## src/hdl/pfv_pkg.sv

```systemverilog
// ----------------------------------------------------------------------------
// pfv_pkg - shared widths and register codes
// Widths of the pipelined square-root and divide cores and the codes of the
// configuration registers of the potential field velocity block.
// ----------------------------------------------------------------------------
package pfv_pkg;

	// square-root core: 64-bit radicand, 32-bit root, one root bit a stage
	localparam int RAD_W  = 64;
	localparam int ROOT_W = RAD_W / 2;
	localparam int REM_W  = ROOT_W + 2;

	// divide core: 64-bit dividend, 32-bit divisor, one quotient bit a stage
	localparam int NUM_W = 64;
	localparam int DEN_W = 32;
	localparam int Q_W   = 33;

	// configuration port
	localparam int CFG_IDX_W = 3;
	localparam int CFG_DAT_W = 32;

	typedef enum logic [CFG_IDX_W-1:0] {
		REG_REPULSE_GAIN     = 3'd0,
		REG_ATTRACT_GAIN     = 3'd1,
		REG_REPULSE_MAX_DIST = 3'd2,
		REG_PARABOLIC_BOUND  = 3'd3,
		REG_SUCCESS_RADIUS   = 3'd4,
		REG_ROBOT_SPEED      = 3'd5
	} cfg_reg_t;

endpackage

```

## src/hdl/pfv_isqrt.sv

```systemverilog
// ----------------------------------------------------------------------------
// pfv_isqrt - pipelined integer square root
// floor(sqrt(rad)), one root bit resolved in each register stage; a new
// radicand may enter on every enabled clock.
// ----------------------------------------------------------------------------
module pfv_isqrt
	import pfv_pkg::*;
(
	input  logic              clk,
	input  logic              en,
	input  logic [RAD_W-1:0]  rad,
	output logic [ROOT_W-1:0] root
);

	logic [RAD_W-1:0]  rad_q  [ROOT_W];
	logic [REM_W-1:0]  rem_q  [ROOT_W];
	logic [ROOT_W-1:0] root_q [ROOT_W];

	for (genvar k = 0; k < ROOT_W; k++) begin : g_stg
		logic [RAD_W-1:0]  rad_p;
		logic [REM_W-1:0]  rem_p;
		logic [ROOT_W-1:0] root_p;
		logic [REM_W+1:0]  part;
		logic [REM_W+1:0]  trial;
		logic [REM_W+1:0]  diff;

		if (k == 0) begin : g_first
			assign rad_p  = rad;
			assign rem_p  = '0;
			assign root_p = '0;
		end else begin : g_next
			assign rad_p  = rad_q[k-1];
			assign rem_p  = rem_q[k-1];
			assign root_p = root_q[k-1];
		end

		// bring down the next two radicand bits and try root*4+1
		assign part  = {rem_p, rad_p[RAD_W-1 -: 2]};
		assign trial = {2'b00, root_p, 2'b01};
		assign diff  = part - trial;

		always_ff @(posedge clk) begin
			if (en) begin
				rad_q[k] <= rad_p << 2;
				if (part >= trial) begin
					rem_q[k]  <= diff[REM_W-1:0];
					root_q[k] <= {root_p[ROOT_W-2:0], 1'b1};
				end else begin
					rem_q[k]  <= part[REM_W-1:0];
					root_q[k] <= {root_p[ROOT_W-2:0], 1'b0};
				end
			end
		end
	end

	assign root = root_q[ROOT_W-1];

endmodule

```

## config.mk

```make
export PLATFORM = sky130hd
export DESIGN_NAME = pfv_isqrt
export DESIGN_NICKNAME = d
export VERILOG_FILES = /design/src/hdl/pfv_pkg.sv /design/src/hdl/pfv_isqrt.sv
export SDC_FILE = /design/constraint.sdc
export NUM_CORES = 2
export LEC_CHECK = 0
export BUFFER_PORTS_ARGS = -buffer_cell sky130_fd_sc_hd__buf_4
export CELL_PAD_IN_SITES_DETAIL_PLACEMENT = 2
export CELL_PAD_IN_SITES_GLOBAL_PLACEMENT = 2
export CORE_MARGIN = 5
export CORE_UTILIZATION = 43
export CTS_BUF_LIST = sky130_fd_sc_hd__clkbuf_4 sky130_fd_sc_hd__clkbuf_8
export DETAILED_ROUTE_END_ITERATION = 6
export GPL_ROUTABILITY_DRIVEN = 1
export PLACE_DENSITY = 0.8
export RECOVER_POWER = 25
export SLEW_MARGIN = 20
export SYNTH_ARGS = -nofsm -noshare
export SYNTH_HDL_FRONTEND = slang
export SYNTH_MEMORY_MAX_BITS = 65536
export SYNTH_SLANG_ARGS = --single-unit
```

## constraint.sdc

```tcl
create_clock -name clk -period 3.75 [get_ports clk]
set_clock_uncertainty 0.2 [all_clocks]
set_input_delay 0.375 -clock clk [delete_from_list [all_inputs] [get_ports clk]]
set_output_delay 0.375 -clock clk [all_outputs]
set_load 0.005 [all_outputs]
```

* After elaboration in Yosys (flattened, before gate mapping) *
Memory sizes are Yosys's and may differ from the RTL's.
Cells that the tools add are included.

storage, ports and cells
  register bits after elaboration = 0
  RAM bits = 4096
  input port bits = 66
  output and inout bits = 32
  logic and storage cells = 389
  memories = 3

cells by class
  add/subtract/negate cells = 32
  $lt $le $gt $ge = 32
  mux-type cells = 258
  bitwise logic cells = 64

memories
  name    depth  width  read ports  clocked after memory_dff  write ports  RTL line         RTL
  rad_q   32     62     31          0                         32           pfv_isqrt.sv:15  logic [RAD_W-1:0] rad_q [ROOT_W];
  rem_q   32     34     31          0                         32           pfv_isqrt.sv:16  logic [REM_W-1:0] rem_q [ROOT_W];
  root_q  32     32     32          0                         32           pfv_isqrt.sv:17  logic [ROOT_W-1:0] root_q [ROOT_W];

operators by type and width
  cell                                                               number
  greater-or-equal comparator 36 x 34 -> 1 bit                       31
  2-to-1 mux 34 bit                                                  32
  subtractor 34 bit                                                  31
  2-to-1 mux 32 bit                                                  32
  2-to-1 mux 1 bit                                                   194
  bitwise OR 1 bit                                                   64
  subtractor 2 x 1 -> 3 bit, second input constant                   1
  greater-or-equal comparator 2 x 1 -> 1 bit, second input constant  1

* Logic depth before layout (Yosys ltp) *
An unclocked memory read counts as a cell.

  depth after elaboration = 6
  depth in mapped cells = 15
  gate-level depth less buffers = 13

* Worst setup path before layout *
No wires, ideal clock.

  path type = input to register
  from = input port en
  to = memory rem_q[1][340] (netlist name), enable pin
  setup time = 0.440 ns
  arrival = 3.315 ns
  data required time = 3.110 ns
  slack = -0.205 ns
  stages = 6
  buffers on the path = 6
  cell sequence = clkbuf_1 -> clkbuf_1 -> clkbuf_1 -> clkbuf_1 -> clkbuf_1 -> clkbuf_1

RTL lines
  element             RTL line         RTL
  start: declaration  pfv_isqrt.sv:10  input logic en,
  end: declaration    pfv_isqrt.sv:16

==> results.yml <==
run:
  max-cap-violations: 0
setup_path:
  critPathMaxStageDelay_ns: 0.69
  crit_fanout: 4
  ff2ff_path_depth: 12
  path_cells: "ha_1 -> buf_4 -> nor2b_1 -> o31ai_1 -> a21oi_2 -> o221ai_4 -> a21oi_2 -> a311oi_4 -> buf_4 -> a2111oi_0 -> buf_4 -> xor2_1"
  critPathMostFrequentCell: "buf_4"
  worstSetupPathType: "flop to flop"
  critPathCaptureType: "flop"
  ff2ff_setup_slack_ns: -0.11
  worstReg2RegEnd: "rem_q[1][235]"
  worst_ep_arrival_time_ns: 4.52
  r2r-start: "rem_q[1][170]"
  cp_slowest_cell: "a2111oi_0"
  required_ns: 4.41
  worst_setup_path_start_kind: "flop"
grt:
  grt_pass1_wl_um: 563000
  gr-total-overflow: 0
  grtUsageMet3_pct: 3.16
  grt_usage_pct: 25.4
  grt_max_degree: 186
  met2_usage_pct: 48.0
  antenna_found_initial: 11
  grt_use_met1_pct: 29.1
  busiest_layer: "met2"
  first_global_vias: 89700
timing:
  slew_violations: 0
  finalSetupViolations: 12
  relSlewSlack_pct: 16.7
  worst_slack_ns: -0.113
  hold_viol_final: 0
  rsz0062_at_grt: "true"
  post-route-period-util_pct: 103
  max_freq_mhz: 259
  tightest_slew_ns: 1.23
  min_period_ns: 3.86
yosys:
  yosys-top-cells-count: "edfxtp_1 (2522), nand2_1 (737), inv_1 (686)"
  synth_flop_cell: "edfxtp_1"
  async_flop_share_pct: 0
  synthXorXnorAreaFrac_pct: 6.36
  synth_top_area_share_pct: 64.2
  ys_seq_elements: 2523
  synth_top_family_by_area: "simple AND/OR/NAND/NOR gates"
  synth_nets: 9835
  synth-seq-area-share_pct: 64.2
  netlist_instances: 9206
  synth.largest_area_cell: "edfxtp_1"
  synth_cell_type_count: 84
  synth-compound-area-share_pct: 9.53
  syn_area_per_cell_sq_um: 12.8
  synth_edf_count: 2522
  yosysMostFrequentCell: "edfxtp_1"
  netlist_area_sq_um: 118000
  yosys.area_share.simple_pct: 10.4
  synthAdderAreaFrac_pct: 5.97
  yosys-top-cells-area: "edfxtp_1 (64%), ha_1 (6.0%), xor2_1 (3.2%)"
  ys_warn_count: 0
  muxShareOfSynthArea_pct: 0.681
cts:
  clkTransAtPathRegs_ns: 0.07
  root_buffer: "clkbuf_8"
  cts_sinks: 2523
  cts_buffers: 438
  cts_max_level: 5
  clk-insertion-delay-late_ns: 1.11
  cts_tree: "built"
  cts_buffer_depth: 4
routing:
  dr_total_vias: 80400
  drc: 0
  viasPerCell: 5.71
  drtIter0Drc: 5628
  dr.pass1.iters: 5
  wl_um: 378000
  final_antenna_net_count: 0
  routedWlPerCell_um: 26.9
finish:
  nFillCells: 26100
  drive_gt1_share_pct: 14.9
  design_area_sq_um: 138000
  final_cells: 14100
  final_core_util_pct: 50.3
  area_growth_pct: 16.6
  nets: 10800
floorplanning:
  dieArea_sq_um: 285000
  initial_utilization_pct: 43.2
  rows: 192
  fp.dieW_um: 534
  io_pins: 98
  chipHeight_um: 534
  coreArea_sq_um: 273000
placed_design:
  placed_cells: 13100
  finalWeightedCongestion: 0.854
  port_buffers: 97
  pre_cts_ws_ns: -0.365
  placed_area_sq_um: 126000
  dp_hpwl_um: 257000
worst_hold_path:
  hold_end: "rem_q[0][281]"
  hold_path_class: "input port to flop"
  hp-start: "en"
  hold_depth: 2
power:
  irDropWorstVdd_uv: 323
  powerDensity_nw_per_um2: 622
  p_leak_nw: 52.6
  power.total_mw: 85.6
run_status:
  status: "complete, but fails checks"
  violations: "negative setup slack"
-- placed cells by master, fill, tap and decap left out, drive strengths merged, types with 218 or more instances in the layout --
cell,instances
inv,702
edfxtp,2522
nor2,506
xnor2,424
clkbuf,569
a21oi,477
o21ai,581
nand2,737
buf,563
xor2,433
ha,563
nor3,248
a21o,218
-- routing by layer --
metal / routed length, um / share of wire [%]
met5: 54 / 0.014
met4: 16100 / 4.3
met3: 13800 / 3.7
met2: 202000 / 53
met1: 146000 / 39
-- worst max-delay path, delay by kind of cell, from the launching register on --
kind,cells,cell delay (ns)
adder cells (fa/ha/maj),1,0.37
AO/OA/AOI/OAI,6,1.76
XOR/XNOR,1,0.05
AND/OR/NAND/NOR,1,0.21
flip-flops,1,0.44
buffers and inverters,3,0.57
-- cell type report --
type | instances | area, sq um | share of cell area [%]
clock inverter | 209 | 1450 | 1.05
inverter | 689 | 2590 | 1.88
tap | 3589 | 4490 | 3.26
timing repair buffer | 694 | 5970 | 4.34
sequential | 2523 | 75800 | 55.1
antenna | 6 | 15.0 | 0.0109
clock buffer | 568 | 7040 | 5.11
multi-input combinational | 5797 | 40300 | 29.3
-- stage by stage --
| step | setup TNS, ns | hold slack [ns] |
|---|---|---|
| final | -0.598 | 0.112 |
| after global routing | -2.96 | 0.0349 |
| after CTS | -0.0307 | 0.000532 |
| after detailed placement | -18.09 | 0.205 |
| after global placement | -1.68 | 0.200 |
| after floorplan | -0.200 | 0.200 |
-- worst max path at each step --
stage / slack (ns) / end / start / cells past startpoint
6_report: -0.11 / rem_q[1][235] / rem_q[1][170] / 12
5_1_grt: -0.19 / rem_q[1][235] / rem_q[1][170] / 12
4_1_cts: -0.03 / rem_q[0][529] / rem_q[0][500] / 10
3_5_place_dp: -0.36 / rem_q[1][237] / rem_q[1][171] / 11
3_3_place_gp: -0.25 / rem_q[1][441] / root_q[1][360] / 12
2_1_floorplan: -0.04 / rem_q[0][541] / rem_q[0][499] / 10
-- flip-flops by register name, indices dropped and copies added (netlist names) --
register and count:
root_q 528, rem_q 1003, rad_q 992
-- kinds of logic (layout without fill, tap and decap cells) --
| kind of cell | count (synthesis) | in the layout |
|---|---|---|
| DFF | 2523 | 2523 |
| and+or+nand+nor | 2483 | 2483 |
| AOI/OAI and AO/OA | 1821 | 1821 |
| buffers and inverters | 886 | 2160 |
| xor gates and xnor gates | 857 | 857 |
| adders and majority gates | 563 | 563 |
| muxes | 73 | 73 |
| other | 0 | 6 |
-- timing repair --
item	4_1_cts	5_1_grt
pin swaps	12	26
hold buffers	130	0
resized for setup	106	174
endpoints found under the hold margin	634	0
buffers inserted	12	25
endpoints found under the setup margin	377	418
cloned	1	1
-- power by group --
part | switching, mW | internal [mW]
clock | 12.3 | 13.4
sequential | 3.00 | 35.9
combinational | 12.6 | 8.38
Power figures use the tool's default switching activity.
